`src/rtl/bsap_pkg.sv`:
```
// shared constants, types and functions of the bitstream sync aligner
`default_nettype none

package bsap_pkg;

  localparam logic [31:0] SYNC_NORMAL  = 32'h6655_99AA;
  localparam logic [31:0] SYNC_SWAPPED = 32'hAA99_5566;

  localparam logic CMD_DATA    = 1'b0;
  localparam logic CMD_RESTART = 1'b1;

  typedef struct packed {
    logic        valid;
    logic [31:0] word;
    logic        swapped;
    logic        is_sync;
  } result_t;

  function automatic logic [31:0] reverse_bytes(input logic [31:0] w);
    return {w[7:0], w[15:8], w[23:16], w[31:24]};
  endfunction

endpackage

`default_nettype wire

```
`src/rtl/bsap_core.sv`:
```
// sync word hunt state and word packing, one item per cycle while fire_i is high
`default_nettype none

module bsap_core (
  input  wire logic             clk_i,
  input  wire logic             rst_ni,
  input  wire logic             fire_i,
  input  wire logic             command_i,
  input  wire logic [7:0]       data_byte_i,
  output bsap_pkg::result_t     result_o
);
  import bsap_pkg::*;

  logic        hunting_q, hunting_d;
  logic [23:0] history_q, history_d;
  logic        swap_q, swap_d;
  logic [1:0]  fill_q, fill_d;
  logic [23:0] partial_q, partial_d;

  logic [31:0] window;
  logic        match_n;
  logic        match_s;
  logic [31:0] packed_word;

  assign window      = {history_q, data_byte_i};
  assign match_n     = (window == SYNC_NORMAL);
  assign match_s     = (window == SYNC_SWAPPED);
  assign packed_word = {data_byte_i, partial_q};

  always_comb begin
    hunting_d = hunting_q;
    history_d = history_q;
    swap_d    = swap_q;
    fill_d    = fill_q;
    partial_d = partial_q;
    result_o  = '0;
    if (command_i == CMD_RESTART) begin
      hunting_d = 1'b1;
      history_d = '0;
      swap_d    = 1'b0;
      fill_d    = '0;
      partial_d = '0;
    end else if (hunting_q) begin
      if (match_n || match_s) begin
        hunting_d        = 1'b0;
        history_d        = '0;
        swap_d           = match_s;
        fill_d           = '0;
        partial_d        = '0;
        result_o.valid   = 1'b1;
        result_o.word    = match_s ? reverse_bytes(reverse_bytes(window))
                                   : reverse_bytes(window);
        result_o.swapped = match_s;
        result_o.is_sync = 1'b1;
      end else begin
        history_d = window[23:0];
      end
    end else begin
      case (fill_q)
        2'd0: begin
          partial_d = {partial_q[23:8], data_byte_i};
          fill_d    = 2'd1;
        end
        2'd1: begin
          partial_d = {partial_q[23:16], data_byte_i, partial_q[7:0]};
          fill_d    = 2'd2;
        end
        2'd2: begin
          partial_d = {data_byte_i, partial_q[15:0]};
          fill_d    = 2'd3;
        end
        2'd3: begin
          partial_d        = '0;
          fill_d           = 2'd0;
          result_o.valid   = 1'b1;
          result_o.word    = swap_q ? reverse_bytes(packed_word) : packed_word;
          result_o.swapped = swap_q;
          result_o.is_sync = 1'b0;
        end
        default: begin
          fill_d = 2'd0;
        end
      endcase
    end
  end

  always_ff @(posedge clk_i or negedge rst_ni) begin
    if (!rst_ni) begin
      hunting_q <= 1'b1;
      history_q <= '0;
      swap_q    <= 1'b0;
      fill_q    <= '0;
      partial_q <= '0;
    end else if (fire_i) begin
      hunting_q <= hunting_d;
      history_q <= history_d;
      swap_q    <= swap_d;
      fill_q    <= fill_d;
      partial_q <= partial_d;
    end
  end

endmodule

`default_nettype wire

```
`src/rtl/bitstream_sync_align_packer.sv`:
```
// top level of the bitstream sync aligner and 32-bit word packer
`default_nettype none

// Takes one bitstream item (data byte or restart command) per clock while
// in_stall_o is low and emits a 32-bit word for every fourth byte after the
// sync word, the sync word itself first. Sustained rate is one item per cycle
// while the output does not stall; an item passes an input register and the
// hunt/pack logic into the output register, which drives the outputs. Input
// stall rises only when the output register holds a stalled word and the item
// waiting in the input register would complete another word.

module bitstream_sync_align_packer (
  input  wire logic        clk_i,
  input  wire logic        rst_ni,
  input  wire logic        in_valid_i,
  output      logic        in_stall_o,
  input  wire logic        command_i,
  input  wire logic [7:0]  data_byte_i,
  output      logic        out_valid_o,
  input  wire logic        out_stall_i,
  output      logic [31:0] config_word_o,
  output      logic        swapped_order_o,
  output      logic        is_sync_word_o
);
  import bsap_pkg::*;

  logic        s1_valid_q;
  logic        s1_cmd_q;
  logic [7:0]  s1_byte_q;
  logic        out_valid_q;
  logic [31:0] out_word_q;
  logic        out_swapped_q;
  logic        out_sync_q;

  result_t     res;
  logic        out_free;
  logic        s1_fire;
  logic        in_take;

  assign out_free   = !out_valid_q || !out_stall_i;
  assign s1_fire    = s1_valid_q && (!res.valid || out_free);
  assign in_stall_o = s1_valid_q && !s1_fire;
  assign in_take    = in_valid_i && !in_stall_o;

  bsap_core u_core (
    .clk_i       (clk_i),
    .rst_ni      (rst_ni),
    .fire_i      (s1_fire),
    .command_i   (s1_cmd_q),
    .data_byte_i (s1_byte_q),
    .result_o    (res)
  );

  always_ff @(posedge clk_i or negedge rst_ni) begin
    if (!rst_ni) begin
      s1_valid_q <= 1'b0;
    end else if (in_take) begin
      s1_valid_q <= 1'b1;
    end else if (s1_fire) begin
      s1_valid_q <= 1'b0;
    end
  end

  always_ff @(posedge clk_i) begin
    if (in_take) begin
      s1_cmd_q  <= command_i;
      s1_byte_q <= data_byte_i;
    end
  end

  always_ff @(posedge clk_i or negedge rst_ni) begin
    if (!rst_ni) begin
      out_valid_q <= 1'b0;
    end else if (s1_fire && res.valid) begin
      out_valid_q <= 1'b1;
    end else if (!out_stall_i) begin
      out_valid_q <= 1'b0;
    end
  end

  always_ff @(posedge clk_i) begin
    if (s1_fire && res.valid) begin
      out_word_q    <= res.word;
      out_swapped_q <= res.swapped;
      out_sync_q    <= res.is_sync;
    end
  end

  assign out_valid_o     = out_valid_q;
  assign config_word_o   = out_word_q;
  assign swapped_order_o = out_swapped_q;
  assign is_sync_word_o  = out_sync_q;

endmodule

`default_nettype wire

```
`config.mk`:
```
export PLATFORM = sky130hd
export DESIGN_NAME = bitstream_sync_align_packer
export DESIGN_NICKNAME = d
export VERILOG_FILES = /design/src/rtl/bsap_pkg.sv /design/src/rtl/bsap_core.sv /design/src/rtl/bitstream_sync_align_packer.sv
export SDC_FILE = /design/constraint.sdc
export NUM_CORES = 1
export LEC_CHECK = 0
export BUFFER_PORTS_ARGS = -buffer_cell sky130_fd_sc_hd__buf_2
export CORE_UTILIZATION = 40
export CTS_CLUSTER_SIZE = 16
export DETAILED_ROUTE_END_ITERATION = 6
export SLEW_MARGIN = 20
export SYNTH_ARGS = -nofsm -noshare
export SYNTH_HDL_FRONTEND = slang
export SYNTH_SLANG_ARGS = --single-unit
```
`constraint.sdc`:
```
create_clock -name clk_i -period 9.89 [get_ports clk_i]
set_clock_uncertainty 0.05 [all_clocks]
set_input_delay 1.978 -clock clk_i [delete_from_list [all_inputs] [get_ports clk_i]]
set_output_delay 1.978 -clock clk_i [all_outputs]
set_load 0.02 [all_outputs]
```
==> metrics.md, run 1 <==
| Metric | Value |
|---|---|
| 1st-pass router iterations | 4 |
| Hold Vio Cnt, Final | 0 |
| Final setup viols | 0 |
| Buf+Inv Stages, Crit Path | 1 |
| Kind of critical path | reg -> out |
| Max Cap Viol | 0 |
| Register area share after synthesis | about three fifths |
| Post-synth EDFFs | 43 |
| Gate power share | under 10% |
| Die Wd | 108 µm |
| Crit start category | flop |
| DRC violations left | 0 |
| Post-Syn Instances | 363 |
| Flops & latches, synth | 97 |
| Port bufs | 48 |
| Synth area leaders | dfrtp_1, edfxtp_1, mux2i_1 |
| RSZ-0062 raised after global routing | no |
| Worst Max-Slew Pin Slew | between 0.9 and 1 ns |
| Post-layout util | between 40% and 50% |
| Worst hold path class | reg -> reg |
| Multi-input logic area | 1690 µm² |
| Setup bufs post-CTS | 0 |
| Leak | about 1.9 nW |
| N_diodes | 0 |
| CP Capture Type | primary output |
| Sw frac | approximately 22% |
| Syn-to-layout area delta | 13.8% |
| Fin. max-slew vios | 0 |
| Ports | 49 |
| Final Wtd Congestion | 0.768 |
| Setup slack after layout | 4.93 ns |
| Largest buffer count on any clock path | 2 |
| Power after layout | 0.000729 W |
| Final setup TNS | 0 ns |
| FF/Latch Area | 2640 µm² |
| Largest area contributor in the netlist | dfrtp_1 |
| Internal Pwr Total | 0.000567 W |
| Post-synthesis area per instance | 12.3 µm² |
| CP cell instances | or4b_4 -> nor4_4 -> o211ai_4 -> a211o_1 -> nor2_1 -> buf_2 |
| CTS buffer count | 9 |
| Status | complete, no violations |
| Sequential power share | slightly above 60% |
| Setup WS pre-CTS | between 5 and 6 ns |
| WL per Instance | 15.7 µm |
| Worst-Skew Late Latency | around 0.36 ns |
| Yosys warns | 0 |
| VDD IR max | 67.1 µV |
| CTS Root Cell | clkbuf_8 |
| Final HPWL from detailed placement | 5940 µm |
| Core area | roughly 11000 µm² |
| Initial antenna violation count | 0 |
| Placed insts | around 540 |
| Vias | 2821 |
| Tot GR Track Use | 16.3% |
| Share of layout cells above drive strength 1 | 24.5% |
| Routed Antenna Nets | 0 |
| Ys flop type | dfrtp_1 |
| Vias/cell | 5.11 |
| Synth top area share | roughly 30% |
| Largest net degree at the start of global routing | 55 |
| Post-cts gate resize count | 0 |
| CP top delay family | simple AND/OR/NAND/NOR gates |
| Worst rel slew slack | approximately two fifths |
| Minimum clock period | 4.96 ns |
| First DRT Iteration DRCs | 89 |
| FILL cells | between 1000 and 1500 |
| Max stage delay on crit path | 0.54 ns |
| CTS tree | built |
| Worst-path maximum fanout | 20 |
| Global route total overflow | 0 |
| Htree depth | 3 |
| Post-synthesis net count | 381 |
| Critical Path RT | 7.86 ns |
| Full die area | 11600 µm² |
| First-pass GRT wire length | roughly 14000 µm |
| NetSw | 0.000163 W |
| Die Span Y | approximately 110 µm |
| Fin crit share | 50.2% |
| Asr flop ratio synth | between 50% and 60% |
| # hold bufs at CTS | 0 |
| Routed WL | about 8700 µm |
| Crit path max-delay cell type | or4b_4 |
| Synth unique cells | 38 |
| Top post-synthesis cells by count | dfrtp_1, nand2_1, edfxtp_1 |
| Starting density of the core | 41.2% |
| PwrDens | between 100 and 150 nW/µm² |
| Clk pwr share | 34.2% |
| Vias in the first global route | around 2800 |
| # clock sinks | 97 |
| Clk pin slew, worst setup/hold paths | around 0.090 ns |
| Top-count cell post-synth | dfrtp_1 |
| CP Data Arrival Time | roughly 2.9 ns |
| Cell Rows | 38 |
| Cell area after synthesis | 4470 µm² |
| Max Freq | 0.202 GHz |
| Net count, final | ~430 |
| Finished Layout Cells | 552 |
-- area by class of cell --
cell class,instances,area share [%]
clock buffers,14,3.62
inverters,21,1.55
clock inverters,2,0.197
repair buffers,54,6.01
well taps,140,3.45
multi-input cells,224,33.2
flip-flops and latches,97,52.0
-- layout by cell type, fill, tap and decap left out, drive strengths merged, types with 2 or more instances in the layout --
cell	netlist	routed
buf	3	54
dfrtp	53	53
nand2	50	50
edfxtp	43	43
mux2i	35	35
a22o	25	25
nor2	22	22
inv	21	21
a21oi	19	19
mux2	17	17
clkbuf	18	14
o21ai	12	12
nor4bb	8	8
and3	8	8
ha	5	5
o21a	4	4
and4	2	2
or4bb	2	2
nor4b	2	2
clkinv	0	2
nor4	2	2
-- registers in the layout, indices dropped and copies added, names as in the netlist --
register	flops
u_core.history_q	24
u_core.fill_q	2
u_core.swap_q	1
swapped_order_o	1
s1_byte_q	8
config_word_o	32
s1_cmd_q	1
out_valid_o	1
u_core.partial_q	24
is_sync_word_o	1
s1_valid_q	1
u_core.hunting_q	1
-- kinds of logic after synthesis --
| logic type | synth area share [%] |
|---|---|
| muxes | 12.4 |
| adders and majority gates | 1.40 |
| DFF | 59.2 |
| AOI/OAI and AO/OA | 11.6 |
| and+or+nand+nor | 11.7 |
| buffers and inverters | 3.75 |
-- power groups by stage --
stage | Clock [W] | Combinational (W) | Sequential [W]
after floorplan | 0 | 0.0000249 | 0.000446
after global placement | 0 | 0.0000374 | 0.000450
after detailed placement | 0 | 0.0000376 | 0.000451
after CTS | 0.000257 | 0.0000377 | 0.000443
after global routing | 0.000270 | 0.0000406 | 0.000445
final | 0.000249 | 0.0000370 | 0.000443
-- routing by layer --
layer | wire, µm | vias to the layer above | GRT usage (%)
li1 | - | 1392 | -
met2 | 3960 | 72 | 26.0
met3 | 422 | 16 | 3.51
met4 | 131 | 0 | 5.38
met1 | 4140 | 1341 | 22.1
met5 | 0 | - | 0
-- path summary, 6_finish.rpt --
path                                           start                    to  slack, ns  depth (start not counted)
max in group asynchronous                     rst_ni  u_core.history_q[10]       7.62                          2
worst max-delay path                    s1_byte_q[0]            in_stall_o       4.93                          6
min in group asynchronous                     rst_ni           out_valid_o       1.68                          2
worst max register to register          s1_byte_q[0]     config_word_o[26]       6.63                          6
worst min register to register  u_core.history_q[20]  u_core.history_q[20]       0.48                          1
worst min-delay path            u_core.history_q[20]  u_core.history_q[20]       0.48                          1
-- metrics by stage --
step | instance area (µm²) | hold slack, ns
final | 5080 | 0.480
after detailed placement | 4860 | 0.448
after global routing | 5080 | 0.484
after global placement | 4860 | 0.446
after CTS | 5060 | 0.475
after floorplan | 4470 | 0.414
-- worst reg2reg max path, delay by kind of cell (launching register included) --
family | cells | cell delay [ns]
compound gates | 3 | 1.15
simple gates | 2 | 1.02
flops | 1 | 0.51
buf+inv | 1 | 0.23
No activity file was read; power rests on OpenSTA's default activity.
==> run 2, diff against run 1 <==
--- a/config.mk
+++ b/config.mk
@@ -5,6 +5,7 @@
 export SDC_FILE = /design/constraint.sdc
 export NUM_CORES = 1
 export LEC_CHECK = 0
+export ABC_AREA = 1
 export BUFFER_PORTS_ARGS = -buffer_cell sky130_fd_sc_hd__buf_2
 export CORE_UTILIZATION = 40
 export CTS_CLUSTER_SIZE = 16
==> constraint.sdc (replaced) <==
create_clock -name clk_i -period 4.2 [get_ports clk_i]
set_clock_uncertainty 0.05 [all_clocks]
set_input_delay 0.84 -clock clk_i [delete_from_list [all_inputs] [get_ports clk_i]]
set_output_delay 0.84 -clock clk_i [all_outputs]
set_load 0.02 [all_outputs]
==> run 2 against run 1 <==
  * The run now ends with design-rule violations left
  * Synthesized area grew 10%
  * Combinational power grew to 3.9 times the previous value
  * Routed wire length grew 30%
  * Via count grew 38%
  * Hold slack lost 0.046 ns
  * Die area grew 10%
  * Synthesized cell count grew 56%
  * Sequential power grew 130%
  * Clock power grew to 3.5 times the previous value
  * Critical endpoint unchanged
==> metrics.md, run 2 <==
| Metric | Value |
|---|---|
| Status | complete, but fails checks |
| Failing checks | design-rule violations |
| 1st-pass router iterations | 7 (+3) |
| Fin crit share | 73.9% |
| Core area | 12000 µm² (+11%) |
| CP Capture Type | primary output |
| Synth unique cells | 34 (-11%) |
| Worst hold path class | reg -> reg |
| Worst-path maximum fanout | 15 (-25%) |
| Power after layout | 0.00205 W (+180%) |
| Flops & latches, synth | 97 (unchanged) |
| Post-Syn Instances | 567 (+56%) |
| Final HPWL from detailed placement | 8030 µm (+35%) |
| Synth top area share | 26.9% (-2.8 points) |
| Post-layout util | 46.3% (-0.57 points) |
| Largest area contributor in the netlist | dfrtp_1 |
| Max Freq | between 0.3 and 0.4 GHz |
| Vias/cell | 5.14 (+0.60%) |
| Reg2reg start | u_core.hunting_q |
| VDD IR max | 315 µV (+370%) |
| Share of layout cells above drive strength 1 | 17.3% (-7.2 points) |
| Top post-synthesis cells by count | nand2_1, nor2_1, inv_1 |
| Reg2reg path depth | 9 (+3) |
| Minimum clock period | 3.10 ns |
| Register area share after synthesis | 53.6% (-5.5 points) |
| Reg2Reg Setup Slack | 1.47 ns (-5.16 ns) |
| Hold Vio Cnt, Final | 0 (unchanged) |
| Cell Rows | 40 (+5.3%) |
| Hold Path End | u_core.partial_q[16] |
| Yosys warns | 0 (unchanged) |
| Placed insts | 742 (+39%) |
| Most common cell after layout, fill and taps aside | nand2_1 |
| CTS tree | built |
| Clk pin slew, worst setup/hold paths | 0.07 ns (-0.02 ns) |
| Die Span Y | 113 µm (+4.9%) |
| CP Data Arrival Time | 2.21 ns (-0.72 ns) |
| Final setup TNS | 0 ns (unchanged) |
| Routed WL | 11200 µm (+30%) |
| WL per Instance | 14.8 µm (-5.5%) |
| N_diodes | 0 (unchanged) |
| Finished Layout Cells | 758 (+37%) |
| DRC violations left | 1 (+1) |
| RSZ-0062 raised after global routing | no |
| Htree depth | 3 (unchanged) |
| Fin. max-slew vios | 0 (unchanged) |
| PwrDens | 369 nW/µm² (+160%) |
| Internal Pwr Total | 0.00157 W (+180%) |
| Kind of critical path | reg -> out |
| CTS buffer count | 9 (unchanged) |
| Vias | 3897 (+38%) |
| Leading cell types in the layout, fill and taps excluded | nand2_1, nor2_1, inv_1 |
| Starting density of the core | 41.0% (-0.19 points) |
| NetSw | 0.000476 W (+190%) |
| Tot GR Track Use | 19.3% (+3.0 points) |
| Initial antenna violation count | 0 (unchanged) |
| Synth area leaders | dfrtp_1, edfxtp_1, nand2_1 |
| Routed Antenna Nets | 0 (unchanged) |
| First-pass GRT wire length | 19000 µm (+33%) |
| Setup bufs post-CTS | 0 (unchanged) |
| Post-cts gate resize count | 0 (unchanged) |
| Hold_ws | 0.435 ns (-0.0456 ns) |
| Syn-to-layout area delta | 12.9% |
| HP Start | u_core.partial_q[16] |
| Net count, final | 624 (+47%) |
| Worst-Skew Late Latency | 0.34 ns (-0.02 ns) |
| Ports | 49 (unchanged) |
| Crit start category | flop |
| Gate power share | 7.1% (+2.0 points) |
| Asr flop ratio synth | 55.7% (unchanged) |
| Post-synthesis net count | 585 (+54%) |
| Sw frac | 23.2% (+0.91 points) |
| Max Cap Viol | 0 (unchanged) |
| Sequential power share | 50.7% (-10 points) |
| Largest net degree at the start of global routing | 45 (-18%) |
| FF-to-FF End | config_word_o[3] |
| Final Wtd Congestion | 0.865 (+13%) |
| First DRT Iteration DRCs | 196 (+120%) |
| Clk pwr share | 42.2% (+8.0 points) |
| Post-synth EDFFs | 43 (unchanged) |
| Die Wd | 113 µm (+4.9%) |
| Full die area | 12800 µm² (+10%) |
| Max reg flops | 32 (unchanged) |
| Port bufs | 48 (unchanged) |
| Worst Max-Slew Pin Slew | 0.831 ns (-0.0845 ns) |
| Cell area after synthesis | 4930 µm² (+10%) |
| Global route total overflow | 0 (unchanged) |
| Worst rel slew slack | 44.6% (+5.8 points) |
| Critical Path RT | 3.31 ns (-4.55 ns) |
| Top-count cell post-synth | nand2_1 |
| Ys flop type | dfrtp_1 |
| Final setup viols | 0 (unchanged) |
| CTS Root Cell | clkbuf_16 |
| Min-Delay Path Depth | 2 (+1) |
| Vias in the first global route | 3868 (+40%) |
| Largest buffer count on any clock path | 2 (unchanged) |
| Post-synthesis area per instance | 8.69 µm² (-29%) |
| Leak | 2.57 nW (+35%) |
| # clock sinks | 97 (unchanged) |
| # hold bufs at CTS | 0 (unchanged) |
run 2: worst max-delay path by stage:
| stage | start | to | slack [ns] | cells past startpoint |
|---|---|---|---|---|
| 3_5_place_dp | u_core.history_q[1] | in_stall_o | 1.42 | 8 |
| 5_1_grt | s1_byte_q[4] | in_stall_o | 0.93 | 8 |
| 3_3_place_gp | u_core.history_q[1] | in_stall_o | 1.47 | 8 |
| 2_1_floorplan | u_core.hunting_q | config_word_o[0] | 1.57 | 10 |
| 6_report | s1_byte_q[4] | in_stall_o | 1.10 | 8 |
| 4_1_cts | u_core.history_q[1] | in_stall_o | 1.05 | 8 |
run 2: cells by family after synthesis:
logic type / count (synthesis) / share of synthesized area [%]
simple gates: 277 / 24.2
flops: 97 / 53.6
fa+ha+maj: 5 / 1.27
buf+inv: 90 / 7.67
compound gates: 98 / 13.2
run 2: final cells by class:
cell class / instances / area [µm²]
fillers: 1182 / 6450
flip-flops and latches: 97 / 2640
well taps: 147 / 184
clock buffers: 11 / 233
repair buffers: 52 / 270
clock inverters: 5 / 78.8
multi-input cells: 380 / 1910
inverters: 66 / 248
run 2: per-layer routing:
layer  part of all wire [%]  GRT usage, %
met5                      0             0
met4                    1.6          7.11
met3                    4.2          3.70
met2                     50          33.0
met1                     44          24.3
run 2: through the flow:
step / cell area, µm² / setup slack (ns)
4_1_cts: 5560 / 1.05
2_1_floorplan: 4930 / 1.57
3_3_place_gp: 5250 / 1.47
6_report: 5560 / 1.10
5_1_grt: 5560 / 0.932
3_5_place_dp: 5250 / 1.42
run 2: worst max-delay path: stages (launching register included):
cell      delay (ns)
edfxtp_1        0.43
nor2_1          0.12
nand4_1         0.15
nor2_1          0.22
nand3_2         0.32
nand2_2         0.18
nand3_4         0.15
nor2_1          0.12
buf_2           0.17
run 2: power groups by stage:
stage / Clock [W] / Combinational (W) / Sequential, W
global placement: 0 / 0.000147 / 0.00106
CTS: 0.000883 / 0.000148 / 0.00104
finish: 0.000865 / 0.000146 / 0.00104
detailed placement: 0 / 0.000147 / 0.00106
global route: 0.000926 / 0.000165 / 0.00104
floorplan: 0 / 0.000106 / 0.00105
==> run 3, diff against run 2 <==
==> constraint.sdc (replaced) <==
create_clock -name clk_i -period 2.6 [get_ports clk_i]
set_clock_uncertainty 0.05 [all_clocks]
set_input_delay 0.52 -clock clk_i [delete_from_list [all_inputs] [get_ports clk_i]]
set_output_delay 0.52 -clock clk_i [all_outputs]
set_load 0.02 [all_outputs]
==> run 3 against run 2 <==
  * The run now ends clean
  * Register-to-register slack lost 1.1 ns
  * Power grew 57%
  * Worst setup slack lost 0.96 ns
  * Die area is the same
  * Combinational power grew 70%
  * Final area grew 1.3%
  * First-iteration DRC count grew 45%
  * Utilization grew 0.61 points
  * Final cell count grew 1.3%
  * Via count grew 1.2%
  * Clock power grew 51%
  * Largest cell class unchanged
  * Largest power group unchanged
==> metrics.md, run 3 (synthesis gave the netlist of run 2 again) <==
| Metric | Value |
|---|---|
| Status | complete, no violations |
| Worst rel slew slack | 53.4% (+8.9 points) |
| Worst hold path class | in -> async |
| CTS buffer count | 9 (unchanged) |
| Finished Layout Cells | 768 (+1.3%) |
| Final Wtd Congestion | 0.829 (-4.2%) |
| First DRT Iteration DRCs | 285 (+45%) |
| CP Capture Type | primary output |
| CTS tree | built |
| CTS Root Cell | clkbuf_16 |
| Global route total overflow | 0 (unchanged) |
| Largest net degree at the start of global routing | 45 (unchanged) |
| Net count, final | 634 (+1.6%) |
| RSZ-0062 raised after global routing | no |
| Fin. max-slew vios | 0 (unchanged) |
| Leading cell types in the layout, fill and taps excluded | nand2_1, nor2_1, inv_1 |
| Vias in the first global route | 3871 (+0.078%) |
| Max Cap Viol | 0 (unchanged) |
| Starting density of the core | 41.0% (unchanged) |
| DRC violations left | 0 (-1) |
| Routed Antenna Nets | 0 (unchanged) |
| Hold Vio Cnt, Final | 0 (unchanged) |
| 1st-pass router iterations | 5 (-2) |
| Max reg flops | 32 (unchanged) |
| N_diodes | 0 (unchanged) |
| Worst-path maximum fanout | 9 (-6) |
| Max Freq | just over 0.4 GHz |
| Vias | 3942 (+1.2%) |
| First-pass GRT wire length | 19200 µm (+0.80%) |
| # clock sinks | 97 (unchanged) |
| Critical Path RT | 2.03 ns (-1.28 ns) |
| Leak | 2.59 nW (+0.99%) |
| FF-to-FF End | config_word_o[17] |
| Crit start category | flop |
| Hold_ws | 0.164 ns (-0.270 ns) |
| Initial antenna violation count | 0 (unchanged) |
| Minimum clock period | 2.47 ns |
| Fin crit share | between 90 and 100% |
| Final setup TNS | 0 ns (unchanged) |
| Full die area | 12800 µm² (unchanged) |
| Cell Rows | 40 (unchanged) |
| Reg2reg start | s1_byte_q[3] |
| # hold bufs at CTS | 0 (unchanged) |
| Vias/cell | 5.13 (-0.16%) |
| CP Data Arrival Time | 1.90 ns (-0.31 ns) |
| Reg2Reg Setup Slack | 0.33 ns (-1.14 ns) |
| Share of layout cells above drive strength 1 | 19.0% (+1.7 points) |
| Kind of critical path | reg -> out |
| PwrDens | 573 nW/µm² (+55%) |
| Clk pin slew, worst setup/hold paths | 0.07 ns (about the same) |
| Placed insts | 751 (+1.2%) |
| Core area | 12000 µm² (unchanged) |
| Final HPWL from detailed placement | 8090 µm (+0.68%) |
| Die Wd | 113 µm (unchanged) |
| Port bufs | 48 (unchanged) |
| Worst-Skew Late Latency | 0.35 ns (about the same) |
| Most common cell after layout, fill and taps aside | nand2_1 |
| WL per Instance | 14.6 µm (-1.7%) |
| Ports | 49 (unchanged) |
| Power after layout | 0.00323 W (+57%) |
| VDD IR max | 428 µV (+36%) |
| Final setup viols | 0 (unchanged) |
| Die Span Y | 113 µm (unchanged) |
| Post-layout util | 46.9% (+0.61 points) |
| Routed WL | 11200 µm (-0.36%) |
| Largest buffer count on any clock path | 2 (unchanged) |
| Htree depth | 3 (unchanged) |
| Reg2reg path depth | 13 (+4) |
| Syn-to-layout area delta | 14.4% |
| Tot GR Track Use | 19.5% (+0.22 points) |
| Worst Max-Slew Pin Slew | 0.699 ns (-0.132 ns) |
## run 3: cell count changes in the layout (fill, tap and decap cells not counted), sizes merged
cell      previous run  this run
buf                 52        62
clkinvlp             0         1
inv                 67        65
clkinv               2         4
bufinv               2         1
## run 3: power breakdown
part	total, W	internal [W]	switching [W]
clock network	0.00131	0.000745	0.000563
registers	0.00167	0.00164	0.0000350
logic	0.000248	0.0000689	0.000179
total	0.00323	0.00245	0.000777
## run 3: worst max-delay path by stage
stage | start | endpoint | slack (ns) | cells after the start
floorplan | s1_byte_q[3] | config_word_o[0] | 0.12 | 13
global placement | u_core.hunting_q | u_core.history_q[10] | 0.41 | 8
detailed placement | s1_byte_q[3] | config_word_o[0] | 0.33 | 13
CTS | s1_byte_q[3] | in_stall_o | 0.04 | 10
global route | s1_byte_q[3] | in_stall_o | 0.007 | 10
finish | s1_byte_q[3] | in_stall_o | 0.13 | 10
## run 3: routing by layer
metal / wire, µm / vias to the layer above / track usage [%]
met5: 0 / - / 0
met3: 546 / 17 / 5.46
met1: 4910 / 1850 / 24.4
met4: 245 / 0 / 6.58
met2: 5490 / 110 / 32.5
li1: - / 1965 / -
## run 3: cell type report
class,count,area (µm²)
Clock inverter,5,56.3
Multi-Input combinational cell,380,1910
Sequential cell,97,2640
Clock buffer,11,233
Tap cell,147,184
Inverter,66,251
Timing Repair Buffer,62,358
Fill cell,1153,6370
## run 3: stage by stage
stage	instance area (µm²)	setup slack, ns
floorplan	4930	0.118
global placement	5340	0.406
detailed placement	5340	0.329
CTS	5630	0.0387
global route	5640	0.00665
finish	5640	0.134
## run 3: worst max-delay path, cell delays in order (launching register included)
cell and delay [ns]:
edfxtp_1 0.41, nor2_1 0.12, nand2_1 0.11, nor2_1 0.16, nand2_1 0.07, nand2_1 0.07, nand3_2 0.08, nand2_2 0.09
nand3_4 0.13, nor2_2 0.13, buf_2 0.17
## run 3: timing repair
item                                   4_1_cts  5_1_grt
setup endpoints to repair                    0        1
endpoints found under the hold margin        0        0
gates resized for setup                      0        2
setup buffers                                0        1
